**src/hw/rtl/jecm_pkg.sv**
```systemverilog
// ---------------------------------------------------------------------------
// jecm_pkg: shared constants and tables of the joystick curve map
// widths, register codes and the exponential lookup tables
// ---------------------------------------------------------------------------
package jecm_pkg;

    localparam int ADC_BITS_DEF   = 12;
    localparam int FULL_SCALE_DEF = 1000;

    localparam int SLOPE_W = 12;   // q4.8 signed slopes
    localparam int OUT_W   = 11;   // result word width
    localparam int QUO_W   = 16;   // quotient bits kept by each divider
    localparam int FS_W    = 16;   // full scale magnitude bits
    localparam int MULT_W  = 17;   // signed multiplier operand of the first divide
    localparam int X_W     = QUO_W + 2;
    localparam int PTAB_W  = 38;
    localparam int FTAB_W  = 26;
    localparam int EXP_W   = PTAB_W + FTAB_W - 24;
    localparam int ADDR_W  = 5;
    localparam int DATA_W  = 32;

    localparam logic signed [SLOPE_W-1:0] SLOPE_RESET = 12'sd1280;

    // pipeline depth from start to result strobe
    localparam int LATENCY = 2 * QUO_W + 14;

    localparam logic [2:0] REG_CAL_MIN     = 3'd0;
    localparam logic [2:0] REG_CAL_CENTRE  = 3'd1;
    localparam logic [2:0] REG_CAL_MAX     = 3'd2;
    localparam logic [2:0] REG_SLOPE_START = 3'd3;
    localparam logic [2:0] REG_SLOPE_END   = 3'd4;

    localparam logic [63:0] EQ24 = 64'd45605201;
    localparam logic [63:0] SQ24 = 64'd16842880;

    typedef logic [PTAB_W-1:0] t_ptab [16];
    typedef logic [FTAB_W-1:0] t_ftab [256];

    // integer part: 65536 * e^k, truncated at each step
    function automatic t_ptab build_ptab();
        t_ptab       t;
        logic [63:0] p;
        p = 64'd65536;
        for (int i = 0; i < 16; i++) begin
            t[i] = PTAB_W'(p);
            p    = (p * EQ24) >> 24;
        end
        return t;
    endfunction

    // fraction part: 2^24 * e^(f/256), truncated at each step
    function automatic t_ftab build_ftab();
        t_ftab       t;
        logic [63:0] q;
        q = 64'd16777216;
        for (int i = 0; i < 256; i++) begin
            t[i] = FTAB_W'(q);
            q    = (q * SQ24) >> 24;
        end
        return t;
    endfunction

    localparam t_ptab PTAB = build_ptab();
    localparam t_ftab FTAB = build_ftab();

endpackage

```
**src/hw/rtl/jecm_div.sv**
```systemverilog
// ---------------------------------------------------------------------------
// jecm_div: pipelined restoring divider
// unsigned quotient, one bit per stage, saturates to all ones on overflow
// ---------------------------------------------------------------------------
module jecm_div #(
    parameter int NW = 28,
    parameter int DW = 13,
    parameter int SW = 1
) (
    input  logic                       i_clk,
    input  logic                       i_rst_n,
    input  logic                       i_valid,
    input  logic [NW-1:0]              i_num,
    input  logic [DW-1:0]              i_den,
    input  logic [SW-1:0]              i_side,
    output logic                       o_valid,
    output logic [jecm_pkg::QUO_W-1:0] o_quo,
    output logic [SW-1:0]              o_side
);

    localparam int QB = jecm_pkg::QUO_W;
    localparam int CW = ((NW > DW + QB) ? NW : DW + QB) + 1;

    logic          r_vld  [QB+1];
    logic [NW-1:0] r_rem  [QB+1];
    logic [DW-1:0] r_dn   [QB+1];
    logic [QB-1:0] r_q    [QB+1];
    logic          r_ov   [QB+1];
    logic [SW-1:0] r_side [QB+1];

    logic [CW-1:0] ov_diff;

    // quotient would not fit in QB bits
    assign ov_diff = CW'(i_num) - (CW'(i_den) << QB);

    always_ff @(posedge i_clk) begin
        if (!i_rst_n) begin
            r_vld[0] <= 1'b0;
        end else begin
            r_vld[0] <= i_valid;
        end
        r_rem[0]  <= i_num;
        r_dn[0]   <= i_den;
        r_q[0]    <= '0;
        r_ov[0]   <= !ov_diff[CW-1];
        r_side[0] <= i_side;
    end

    for (genvar g = 0; g < QB; g++) begin : g_stage
        localparam int B = QB - 1 - g;
        logic [CW-1:0] diff;
        logic          ge;

        assign diff = CW'(r_rem[g]) - (CW'(r_dn[g]) << B);
        assign ge   = !diff[CW-1];

        always_ff @(posedge i_clk) begin
            if (!i_rst_n) begin
                r_vld[g+1] <= 1'b0;
            end else begin
                r_vld[g+1] <= r_vld[g];
            end
            r_rem[g+1]  <= ge ? diff[NW-1:0] : r_rem[g];
            r_dn[g+1]   <= r_dn[g];
            r_q[g+1]    <= {r_q[g][QB-2:0], ge};
            r_ov[g+1]   <= r_ov[g];
            r_side[g+1] <= r_side[g];
        end
    end

    assign o_valid = r_vld[QB];
    assign o_quo   = r_ov[QB] ? '1 : r_q[QB];
    assign o_side  = r_side[QB];

endmodule

```
**config.mk**
```make
export PLATFORM = sky130hd
export DESIGN_NAME = jecm_div
export DESIGN_NICKNAME = d
export VERILOG_FILES = /design/src/hw/rtl/jecm_pkg.sv /design/src/hw/rtl/jecm_div.sv
export SDC_FILE = /design/constraint.sdc
export NUM_CORES = 1
export LEC_CHECK = 0
export CAP_MARGIN = 0
export CORE_AREA = 8 8 206 247
export DETAILED_ROUTE_END_ITERATION = 10
export DIE_AREA = 0 0 214 255
export DONT_BUFFER_PORTS = 1
export PLACE_DENSITY = 0.83
export SLEW_MARGIN = 20
export SYNTH_ARGS = -nofsm -noshare
export SYNTH_HDL_FRONTEND = slang
export SYNTH_SLANG_ARGS = --single-unit
```
**constraint.sdc**
```tcl
create_clock -name i_clk -period 8.1 [get_ports i_clk]
set_input_delay 0.405 -clock i_clk [delete_from_list [all_inputs] [get_ports i_clk]]
set_output_delay 0.405 -clock i_clk [all_outputs]
set_load 0.005 [all_outputs]
```
# Word-level counts from Yosys, hierarchy flattened
# Memories as Yosys holds them, arrays and structs flattened.
# Index checks and enable logic that the tools add are counted.
# W data, S select, Z words.
[totals]
ff_bits = 0
ramBits = 1020
in_bits = 45
word_cells = 93
n_memories = 6
[memory_table]
columns = ["memory", "depth", "width", "read_ports", "rd_ports_with_merged_regs", "wr", "line", "rtl"]
rows = [
  ["r_rem", 17, 28, 16, 0, 17, "jecm_div.sv:25", "logic [NW-1:0] r_rem [QB+1];"],
  ["r_q", 17, 16, 17, 0, 17, "jecm_div.sv:27", "logic [QB-1:0] r_q [QB+1];"],
  ["r_dn", 17, 13, 16, 0, 17, "jecm_div.sv:26", "logic [DW-1:0] r_dn [QB+1];"],
  ["r_ov", 17, 1, 17, 0, 17, "jecm_div.sv:28", "logic r_ov [QB+1];"],
  ["r_side", 17, 1, 17, 0, 17, "jecm_div.sv:29", "logic [SW-1:0] r_side [QB+1];"],
  ["r_vld", 17, 1, 17, 0, 17, "jecm_div.sv:24", "logic r_vld [QB+1];"],
]
[op_classes]
addsub = 17
n_mux = 36
n_bitwise = 17
n_reduce_logical = 17
[ops]
columns = ["cell", "n"]
rows = [
  ["$mux W28", 16],
  ["$sub A28 B29 Y30", 1],
  ["$sub A28 B13 Y29", 1],
  ["$sub A28 B14 Y29", 1],
  ["$sub A28 B15 Y29", 1],
  ["$sub A28 B16 Y29", 1],
  ["$sub A28 B17 Y29", 1],
  ["$sub A28 B18 Y29", 1],
  ["$sub A28 B19 Y29", 1],
  ["$sub A28 B20 Y29", 1],
  ["$sub A28 B21 Y29", 1],
  ["$sub A28 B22 Y29", 1],
  ["$sub A28 B23 Y29", 1],
  ["$sub A28 B24 Y29", 1],
  ["$sub A28 B25 Y29", 1],
  ["$sub A28 B26 Y29", 1],
  ["$sub A28 B27 Y29", 1],
  ["$sub A28 B28 Y29", 1],
  ["$mux W1", 19],
  ["$logic_not A1 Y1", 17],
  ["$or A1 B1 Y1", 17],
  ["$mux W16", 1],
]

# Longest topological paths before layout
# Gate-level depths: netlist of the first run.
[depth]
ltp_word = 2
mapped_depth = 14
depth_no_buf = 14

# Worst setup path after synthesis of the first run
# No wires, ideal clock.
[synth_timing]
path_type = "register -> register"
from = "mem r_rem[5][10], in the netlist r_rem[0][150]"
to = "mem r_rem[6][15], in the netlist r_rem[0][183]"
setup_ns = 0.121
arrival_ns = 2.544
t_required_ns = 7.979
path_slack_ns = 5.435
stages_incl_launch_ff = 14
n_path_buf = 1
synth_period_minus_slack_ns = 2.665
cell_sequence = "dfxtp_1 > inv_1 > ha_1 > inv_1 > fa_1 > a211o_1 > a21oi_1 > o31ai_1 > o2111ai_1 > nand2_1 > nor2_1 > inv_2 > clkbuf_1 > mux2_2"
[synth_lines]
columns = ["element", "line"]
rows = [
  ["from (decl)", "jecm_div.sv:25"],
]

==> results of run 1 <==
-- cell type report --
type | count | area [sq um] | share of cell area, %
Clock buffer | 107 | 2270 | 6.46
Clock inverter | 35 | 488 | 1.39
Timing Repair Buffer | 50 | 485 | 1.38
Sequential cell | 843 | 16900 | 48.0
Multi-Input combinational cell | 1891 | 13200 | 37.7
Tap cell | 623 | 779 | 2.22
Inverter | 275 | 1030 | 2.93
-- stage by stage --
step	utilization [%]	instance area (sq um)	total power, mW	worst slack (ns)	cells
floorplan	-	31400	9.38	5.44	3056
global placement	68.5	32000	10.1	4.77	3638
detailed placement	68.5	32000	10.4	4.64	3638
CTS	75.3	35200	14.3	4.60	3824
global route	75.3	35200	15.1	4.28	3824
finish	75.3	35200	14.3	4.65	3824
-- timing repair --
item	CTS	global route
hold endpoints to repair	60	0
resized for setup	0	0
hold buffers	44	0
-- state kept, by name, indices dropped and copies added, names as in the netlist --
signal,flops
r_rem,448
r_dn,208
r_q,136
r_ov,17
r_side,17
r_vld,17
-- worst max-delay path: cells and delay by family, from the launching register on --
| family | cells | cell delay [ns] |
|---|---|---|
| DFF | 1 | 0.32 |
| AOI/OAI and AO/OA | 4 | 1.02 |
| xor gates and xnor gates | 1 | 0.15 |
| and+or+nand+nor | 3 | 1.06 |
| adders and majority gates | 2 | 0.54 |
| buffers and inverters | 3 | 0.24 |
-- cell families (layout without fill, tap and decap cells) --
logic type / after synthesis / in the layout / share of synthesized area, %
DFF: 843 / 843 / 53.8
buffers and inverters: 322 / 467 / 4.03
xor gates and xnor gates: 215 / 215 / 6.00
muxes: 48 / 48 / 1.72
adders and majority gates: 233 / 233 / 9.65
and+or+nand+nor: 772 / 772 / 12.5
AOI/OAI and AO/OA: 623 / 623 / 12.3
-- power breakdown --
part	total [mW]	switching, mW	internal [mW]
Combinational	4.63	2.52	2.10
Clock	3.78	1.57	2.22
Sequential	5.86	0.666	5.19
-- per-layer routing --
metal	part of all wire [%]	GRT usage [%]
met5	0	0
met1	36	19.6
met2	57	44.8
met4	4.2	11.3
met3	3.1	2.92
-- placed cells by master (no fill, tap or decap), types with 15 or more instances in the layout --
cell type                       instances
sky130_fd_sc_hd__o31ai_1               18
sky130_fd_sc_hd__or2_2                 29
sky130_fd_sc_hd__clkinv_2              16
sky130_fd_sc_hd__clkbuf_16             78
sky130_fd_sc_hd__dfxtp_1              843
sky130_fd_sc_hd__nand2_1              199
sky130_fd_sc_hd__inv_1                270
sky130_fd_sc_hd__nor2b_1               46
sky130_fd_sc_hd__and2_1                28
sky130_fd_sc_hd__o21a_1                38
sky130_fd_sc_hd__mux2_2                42
sky130_fd_sc_hd__nand2b_1              51
sky130_fd_sc_hd__clkbuf_8              21
sky130_fd_sc_hd__or3_1                 21
sky130_fd_sc_hd__fa_1                  15
sky130_fd_sc_hd__a21o_1                60
sky130_fd_sc_hd__nor2_1               186
sky130_fd_sc_hd__dlygate4sd3_1         44
sky130_fd_sc_hd__a21oi_1              173
sky130_fd_sc_hd__xnor2_1              105
sky130_fd_sc_hd__ha_1                 218
sky130_fd_sc_hd__nor4_1                29
sky130_fd_sc_hd__a31oi_1               19
sky130_fd_sc_hd__xor2_1               110
sky130_fd_sc_hd__a211oi_1              19
sky130_fd_sc_hd__nand3_1               40
sky130_fd_sc_hd__o21ai_0              187
sky130_fd_sc_hd__nor3_1                61
-- path summary, 6_finish.rpt --
path,from,endpoint,depth (start not counted)
setup / recovery,r_rem[0][366],r_rem[0][410],13
hold / removal,i_den[12],r_ov[0][0],3
setup reg to reg,r_rem[0][366],r_rem[0][410],13
hold reg to reg,r_rem[0][115],r_rem[0][143],0
==> results.yml, run 1 <==
min_path:
  hold_class: "in2reg"
floorplan:
  top_level_ports: 63
  die_area_sq_um: 54600
  fp.dieH_um: 255
  core_area_sq_um: 46700
  die_w_um: 214
  row_count: 87
  initial_utilization_pct: 67.2
place:
  detailed_place_hpwl_mm: 41.8
  total_of_buffers_placed_on_input_and_output_ports: 0
  gp_congestion: 0.879
cts:
  cts_buffer_depth: 3
  cts_setup_buffers: 0
  clk_latency_ns: 0.64
  tritoncts.num_buffers: 77
  clock_sinks: 843
  tritoncts: "built"
  clkSlewWorstSetupHoldPaths_ns: 0.06
  cts_root_buf: "sky130_fd_sc_hd__clkbuf_16"
  htree_levels: 3
route:
  wl_per_cell_um: 15.6
  detail_route.iter0.violations: 1220
  vias_per_cell: 5.55
  detail_route.first_pass.iterations: 7
  drt.antenna.violating_nets: 0
  detailroute.via_count: 21200
  route.detailed.drc: 0
  detail_route.wirelength_mm: 59.7
timing:
  slew_violations: 0
  finalSetupViolCount: 0
  fin_crit_sh_pct: 42.6
  clock_period_minus_worst_slack_ns: 3.45
  accumulated_negative_setup_slack_ns: 0
  max_freq_mhz: 290
  worst_slew_margin_rel_pct: 36.8
  final_hold_viol_count: 0
  grt_setup_unrepaired: "false"
  final.hold.worst_slack_ns: 0.164
  clock_skews_ns: 0.0376
  timing_worst_slew_pin_value_ns: 0.925
yosys:
  ys_seq_area_share_pct: 53.8
  netlist_instances: 3056
  synth.ff_latch_count: 843
  synthArstFlopShare_pct: 0
  cell_taking_the_most_area_after_synthesis: "sky130_fd_sc_hd__dfxtp_1"
  synth_top_area_share_pct: 53.8
  synthesis.area_sq_um: 31400
  synth_cell_types: 87
  yosys-top-cells-area: "sky130_fd_sc_hd__dfxtp_1 54%, sky130_fd_sc_hd__ha_1 8.7%, sky130_fd_sc_hd__inv_1 3.2%"
  synth.most_common_cell: "sky130_fd_sc_hd__dfxtp_1"
  netlist_top_cells_count: "843 x sky130_fd_sc_hd__dfxtp_1, 270 x sky130_fd_sc_hd__inv_1, 218 x sky130_fd_sc_hd__ha_1, 199 x sky130_fd_sc_hd__nand2_1, 188 x sky130_fd_sc_hd__o21ai_0"
  synth_warnings: 0
  synthesis.nets: 3334
  synth_flop_cell: "sky130_fd_sc_hd__dfxtp_1"
  synth_enable_flop_cells: 0
  synthesis.area_per_instance_sq_um: 10.3
setup_path:
  end_kind: "register"
  cp_max_fo: 27
  worst-r2r-setup-slack_ns: 4.65
  cp-start-kind: "register"
  maximum_single_stage_delay_on_the_critical_path_ns: 0.83
  critical_path_required_ns: 8.61
  critical_path.most_common_cell: "sky130_fd_sc_hd__inv_1"
  worst-setup-path-type: "reg2reg"
  timing.critical_path.cells: "inv_1 -> ha_1 -> inv_1 -> fa_1 -> a21o_1 -> a211oi_1 -> o21ai_1 -> a21oi_1 -> and3_1 -> inv_2 -> nand2_1 -> nor3_1 -> xor2_1"
  worst_path_max_delay_cell: "sky130_fd_sc_hd__and3_1"
  cp_data_arrival_time_ns: 3.96
run_status:
  outcome: "complete, no violations"
final_layout:
  layout-drive-gt1-share_pct: 7.94
  n_antenna_cell: 0
  nets: 3416
  area_growth_pct: 12.1
  n_fill_cell: 2922
global_routing:
  grt_overflow_total: 0
  grt_start_max_net_pins: 29
  grt_first_pass_wirelength_mm: 98.5
  grt_pass1_vias: 22000
  globalRouteTotalUtil_pct: 21.4
  grt_antenna_before_repair: 0
flow_run:
  maxCapViolations: 0
power_and_ir_drop:
  cellLeakagePower_nw: 15.5
  powerDensity_nw_per_um2: 406
  vdd_ir_drop_max_uv: 256
Power figures use the tool's default switching activity.
==> run 2: changes to the inputs <==
- CORE_AREA: 8 8 206 247 -> 8 8 224 269
- DIE_AREA: 0 0 214 255 -> 0 0 232 277
- PLACE_DENSITY: 0.83 -> 0.75
- clock period: 8.1 -> 2.8 ns (I/O delays scaled with it)
==> results.yml, run 2 (synthesis gave the netlist of run 1 again) <==
cts:
  cts_buffer_depth: 3
  cts_root_buf: "sky130_fd_sc_hd__clkbuf_16"
  tritoncts.num_buffers: 81
  clock_sinks: 843
  tritoncts: "built"
  clkSlewWorstSetupHoldPaths_ns: 0.06
  clk_latency_ns: 0.63
  htree_levels: 3
route:
  vias_per_cell: 5.26
  drt.antenna.violating_nets: 0
  detail_route.wirelength_mm: 57.3
  wl_per_cell_um: 14.3
  detailroute.via_count: 21100
  detail_route.iter0.violations: 962
  route.detailed.drc: 0
  detail_route.first_pass.iterations: 8
power_and_ir_drop:
  cellLeakagePower_nw: 16.0
  vdd_ir_drop_max_uv: 733
  internal_power_contribution_mw: 28.1
  powerDensity_nw_per_um2: 1160
  p_switching_mw: 13.8
  power.share.switching_pct: 33.0
  pwr-share-comb_pct: 34.0
  power_frac_seq_pct: 40.1
  power_frac_clock_pct: 25.9
min_path:
  worst_hold_path.num_cells: 1
  timing.hold.worst_endpoint: "r_rem[0][19]"
  worst_hold_startpoint: "i_num[19]"
  hold_class: "in2reg"
final_layout:
  leading_cell_type_in_the_layout_fill_and_taps_excluded: "sky130_fd_sc_hd__dfxtp_1"
  reg.largest.list: "r_rem x448, r_dn x208, r_q x136"
  largest_register_ff_count: 448
  n_antenna_cell: 0
  final-instance-count-excl-fill: 4015
  layout-drive-gt1-share_pct: 11.9
  max_flop_register: "r_rem"
  multiInputGateArea_sq_um: 13600
  final_cell_mix: "843 x sky130_fd_sc_hd__dfxtp_1, 270 x sky130_fd_sc_hd__inv_1, 217 x sky130_fd_sc_hd__ha_1, 198 x sky130_fd_sc_hd__nand2_1, 186 x sky130_fd_sc_hd__nor2_1"
  area_growth_pct: 15.8
  n_fill_cell: 4235
  utilization_pct: 65.3
  nets: 3507
  seq_area_sq_um: 16900
global_routing:
  globalRouteMet1Util_pct: 16.7
  grt_overflow_total: 0
  grt_start_max_net_pins: 27
  groute.layer.met2.usage_pct: 34.1
  grt_first_pass_wirelength_mm: 94.7
  grt_busiest_layer: "met2"
  grt_antenna_before_repair: 1
  grt.met3_usage_pct: 2.80
  globalRouteTotalUtil_pct: 17.4
  grt_pass1_vias: 21500
setup_path:
  critical_path_required_ns: 3.30
  cp_max_fo: 10
  timing.critical_path.cells: "inv_1 -> ha_1 -> nand4_1 -> nor2_1 -> a21oi_1 -> a31oi_2 -> nor3_2 -> buf_4 -> mux2_2"
  cp_data_arrival_time_ns: 3.26
  worst_r2r_endpoint: "r_rem[0][422]"
  worst-r2r-setup-slack_ns: 0.03
  worst_path_max_delay_cell: "sky130_fd_sc_hd__nor3_2"
  end_kind: "register"
  worst-setup-path-type: "reg2reg"
  maximum_single_stage_delay_on_the_critical_path_ns: 0.45
  cp-start-kind: "register"
  r2r.worst_path.cells: 9
  worst_r2r_src: "r_dn[0][189]"
place:
  gp_congestion: 0.906
  detailed_place_hpwl_mm: 42.4
  total_of_buffers_placed_on_input_and_output_ports: 0
  dp_slack_ns: -0.214
  place.detailed.instances: 3821
floorplan:
  fp.dieH_um: 277
  die_w_um: 232
  top_level_ports: 63
  initial_utilization_pct: 56.4
  core_area_sq_um: 55600
  die_area_sq_um: 64300
  row_count: 95
flow_run:
  maxCapViolations: 0
timing:
  final.hold.worst_slack_ns: 0.0497
  worst_slew_margin_rel_pct: 51.0
  clock_skews_ns: 0.0235
  finalSetupViolCount: 0
  fin_crit_sh_pct: 98.9
  grt_setup_unrepaired: "true"
  max_freq_mhz: 361
  slew_violations: 0
  finalWorstSetupSlack_ns: 0.0311
  final_hold_viol_count: 0
  timing_worst_slew_pin_value_ns: 0.717
  clock_period_minus_worst_slack_ns: 2.77
run_status:
  outcome: "complete, no violations"
## run 2: changes by cell type in the layout (fill, tap and decap cells not counted), moves of 5 or more
cell                       before  now
sky130_fd_sc_hd__a211oi_1      19   14
sky130_fd_sc_hd__a21oi_2        2   13
sky130_fd_sc_hd__a21oi_1      173  162
sky130_fd_sc_hd__buf_12         0    6
sky130_fd_sc_hd__o21ai_0      187  182
sky130_fd_sc_hd__a211oi_2       0    5
sky130_fd_sc_hd__buf_4          6   85
sky130_fd_sc_hd__clkbuf_8      21   16
## run 2: area by class of cell
class | count | area share, %
Inverter | 275 | 2.84
Clock buffer | 109 | 6.37
Timing Repair Buffer | 137 | 3.36
Multi-Input combinational cell | 1891 | 37.3
Tap cell | 727 | 2.50
Clock inverter | 33 | 1.14
Sequential cell | 843 | 46.5
## run 2: how the worst max path moves through the flow
stage               cells past startpoint          start       endpoint
detailed placement                     12  r_rem[0][285]  r_rem[0][329]
CTS                                    12  r_rem[0][177]  r_rem[0][219]
global placement                       12  r_rem[0][285]  r_rem[0][335]
finish                                  9   r_dn[0][189]  r_rem[0][422]
floorplan                              13  r_rem[0][150]  r_rem[0][183]
global route                            9   r_dn[0][189]  r_rem[0][422]
## run 2: metrics by stage
stage	total power [mW]	cell area [sq um]	setup TNS (ns)
after floorplan	27.1	31400	0
after global placement	30.1	32800	-0.534
after detailed placement	30.6	32800	-1.75
after CTS	41.9	36000	0
after global routing	44.7	36300	-0.358
final	42.0	36300	0
## run 2: timing repair
item | CTS | global route
resized for setup | 16 | 55
buffers inserted | 0 | 8
setup endpoints to repair | 38 | 146
hold endpoints to repair | 60 | 0
hold buffers | 44 | 0
pin swaps | 4 | 23
## run 2: worst max-delay path: cells and delay by family, from the launching register on
kind	cells	cell delay (ns)
DFF	1	0.33
muxes	1	0.34
and+or+nand+nor	3	0.68
AOI/OAI and AO/OA	2	0.62
buffers and inverters	2	0.32
adders and majority gates	1	0.34
## run 2: power groups by stage
stage / logic [mW] / clock network, mW / registers [mW]
floorplan: 10.7 / 0 / 16.5
global placement: 13.1 / 0 / 17.0
detailed placement: 13.6 / 0 / 17.1
CTS: 13.9 / 11.2 / 16.8
global route: 15.9 / 11.7 / 17.1
finish: 14.3 / 10.9 / 16.8
## run 2: metal layers
layer / vias to the layer above / part of all wire [%]
li1: 10700 / -
met5: - / 0.016
met4: 2 / 4.5
met1: 9876 / 37
met2: 345 / 55
met3: 172 / 3.0
==> run 3: changes to the inputs <==
- PLACE_DENSITY: 0.75 -> 0.83
==> results.yml, run 3 (synthesis gave the netlist of run 1 again) <==
setup_path:
  critical_path.endpoint: "r_rem[0][154]"
  worst_r2r_endpoint: "r_rem[0][154]"
  cp_data_arrival_time_ns: 3.21
  worst-r2r-setup-slack_ns: 0.09
  crit_path_start: "r_rem[0][124]"
  cp_max_fo: 24
  end_kind: "register"
  critical_path_required_ns: 3.31
  r2r.worst_path.cells: 10
  cp-start-kind: "register"
  worst_r2r_src: "r_rem[0][124]"
  worst-setup-path-type: "reg2reg"
timing:
  final_hold_viol_count: 0
  max_freq_mhz: 370
  timing_worst_slew_pin_value_ns: 0.690
  worst_slew_margin_rel_pct: 53.6
  slew_violations: 0
  fin_crit_sh_pct: 96.6
  finalSetupViolCount: 0
  grt_setup_unrepaired: "true"
  clock_skews_ns: 0.0244
  clock_period_minus_worst_slack_ns: 2.71
floorplan:
  fp.dieH_um: 277
  die_w_um: 232
  top_level_ports: 63
  row_count: 95
  die_area_sq_um: 64300
  core_area_sq_um: 55600
  initial_utilization_pct: 56.4
min_path:
  hold_class: "in2reg"
  worst_hold_startpoint: "i_num[15]"
flow_run:
  maxCapViolations: 0
power_and_ir_drop:
  cellLeakagePower_nw: 15.9
  vdd_ir_drop_max_uv: 736
  powerDensity_nw_per_um2: 1150
  design_power_total_mw: 41.6
place:
  total_of_buffers_placed_on_input_and_output_ports: 0
  placedInstanceArea_sq_um: 32700
  detailed_place_hpwl_mm: 40.8
  gp_congestion: 0.884
cts:
  tritoncts: "built"
  clock_sinks: 843
  tritoncts.num_buffers: 79
  htree_levels: 3
  cts_root_buf: "sky130_fd_sc_hd__clkbuf_16"
  cts_buffer_depth: 3
  clkSlewWorstSetupHoldPaths_ns: 0.06
  clk_latency_ns: 0.63
final_layout:
  max_flop_register: "r_rem"
  utilization_pct: 64.9
  nets: 3498
  largest_register_ff_count: 448
  reg.largest.list: "r_rem x448, r_dn x208, r_q x136"
  layout-drive-gt1-share_pct: 10.9
  n_antenna_cell: 0
  n_fill_cell: 4138
  leading_cell_type_in_the_layout_fill_and_taps_excluded: "sky130_fd_sc_hd__dfxtp_1"
  area_growth_pct: 15.0
  finalInstanceArea_sq_um: 36100
  final_cell_mix: "841 x sky130_fd_sc_hd__dfxtp_1, 270 x sky130_fd_sc_hd__inv_1, 217 x sky130_fd_sc_hd__ha_1, 197 x sky130_fd_sc_hd__nand2_1, 186 x sky130_fd_sc_hd__nor2_1"
route:
  detailroute.via_count: 21100
  detail_route.wirelength_mm: 57.4
  detail_route.first_pass.iterations: 5
  drt.antenna.violating_nets: 0
  vias_per_cell: 5.25
  wl_per_cell_um: 14.3
  route.detailed.drc: 0
  detail_route.iter0.violations: 930
global_routing:
  grt_pass1_vias: 21300
  grt_first_pass_wirelength_mm: 94.2
  grt_start_max_net_pins: 27
  grt_antenna_before_repair: 1
  globalRouteTotalUtil_pct: 17.3
  grt_overflow_total: 0
run_status:
  outcome: "complete, no violations"
## run 3: changes by cell type in the layout (fill, tap and decap cells not counted), moves of 5 or more
cell	change
sky130_fd_sc_hd__clkbuf_8	-5
sky130_fd_sc_hd__clkbuf_1	+10
sky130_fd_sc_hd__nor3_2	-5
sky130_fd_sc_hd__buf_4	-6
## run 3: where the power goes
group	total (mW)	internal, mW	switching, mW
Sequential	16.9	15.0	1.92
Combinational	13.9	6.67	7.24
Clock	10.7	6.26	4.44
## run 3: area by class of cell
type | instances | area, sq um | area share (%)
multi-input combinational | 1891 | 13500 | 37.4
inverter | 275 | 1030 | 2.86
tap | 727 | 910 | 2.52
clock inverter | 30 | 394 | 1.09
timing repair buffer | 130 | 1160 | 3.20
clock buffer | 112 | 2230 | 6.19
sequential | 843 | 16900 | 46.8
## run 3: metal layers
layer	up-vias	wire [um]	share of wire (%)	track usage, %
met3	153	1950	3.4	3.14
li1	10700	-	-	-
met1	9839	20900	36	15.8
met4	2	2430	4.2	8.69
met2	356	32000	56	35.2
met5	-	12	0.021	0
## run 3: what timing repair did
| action | in CTS | in global routing |
|---|---|---|
| gates cloned | 0 | 0 |
| endpoints found under the hold margin | 60 | 0 |
| hold buffers | 44 | 0 |
| setup buffers | 0 | 3 |
| pin swaps | 0 | 17 |
| resized for setup | 6 | 51 |
| endpoints found under the setup margin | 18 | 112 |
## run 3: metrics by stage
stage / worst slack, ns / hold WS [ns] / TNS (ns) / cells
after floorplan: 0.135 / 0.168 / 0 / 3056
after global placement: -0.0401 / 0.168 / -0.0789 / 3819
after detailed placement: -0.0802 / 0.168 / -0.271 / 3819
after CTS: 0.00202 / 0.0172 / 0 / 4005
after global routing: -0.169 / 0.0289 / -0.231 / 4008
final: 0.0950 / 0.0566 / 0 / 4008
## run 3: worst min-delay path by stage
stage / to / slack (ns) / cells past startpoint
finish: r_rem[0][15] / 0.06 / 1
floorplan: r_dn[0][0] / 0.17 / 0
global placement: r_rem[0][10] / 0.17 / 0
detailed placement: r_rem[0][14] / 0.17 / 0
global route: r_rem[0][16] / 0.03 / 1
CTS: r_ov[0][0] / 0.02 / 3
## run 3: worst max-delay path: stages (launching register included)
cell,delay (ns)
sky130_fd_sc_hd__dfxtp_1,0.48
sky130_fd_sc_hd__ha_1,0.28
sky130_fd_sc_hd__nor2b_1,0.14
sky130_fd_sc_hd__o31a_1,0.26
sky130_fd_sc_hd__o31a_1,0.28
sky130_fd_sc_hd__o2111a_1,0.26
sky130_fd_sc_hd__o21ai_1,0.17
sky130_fd_sc_hd__and3_1,0.32
sky130_fd_sc_hd__buf_12,0.19
sky130_fd_sc_hd__a211oi_1,0.06
sky130_fd_sc_hd__a21o_1,0.15
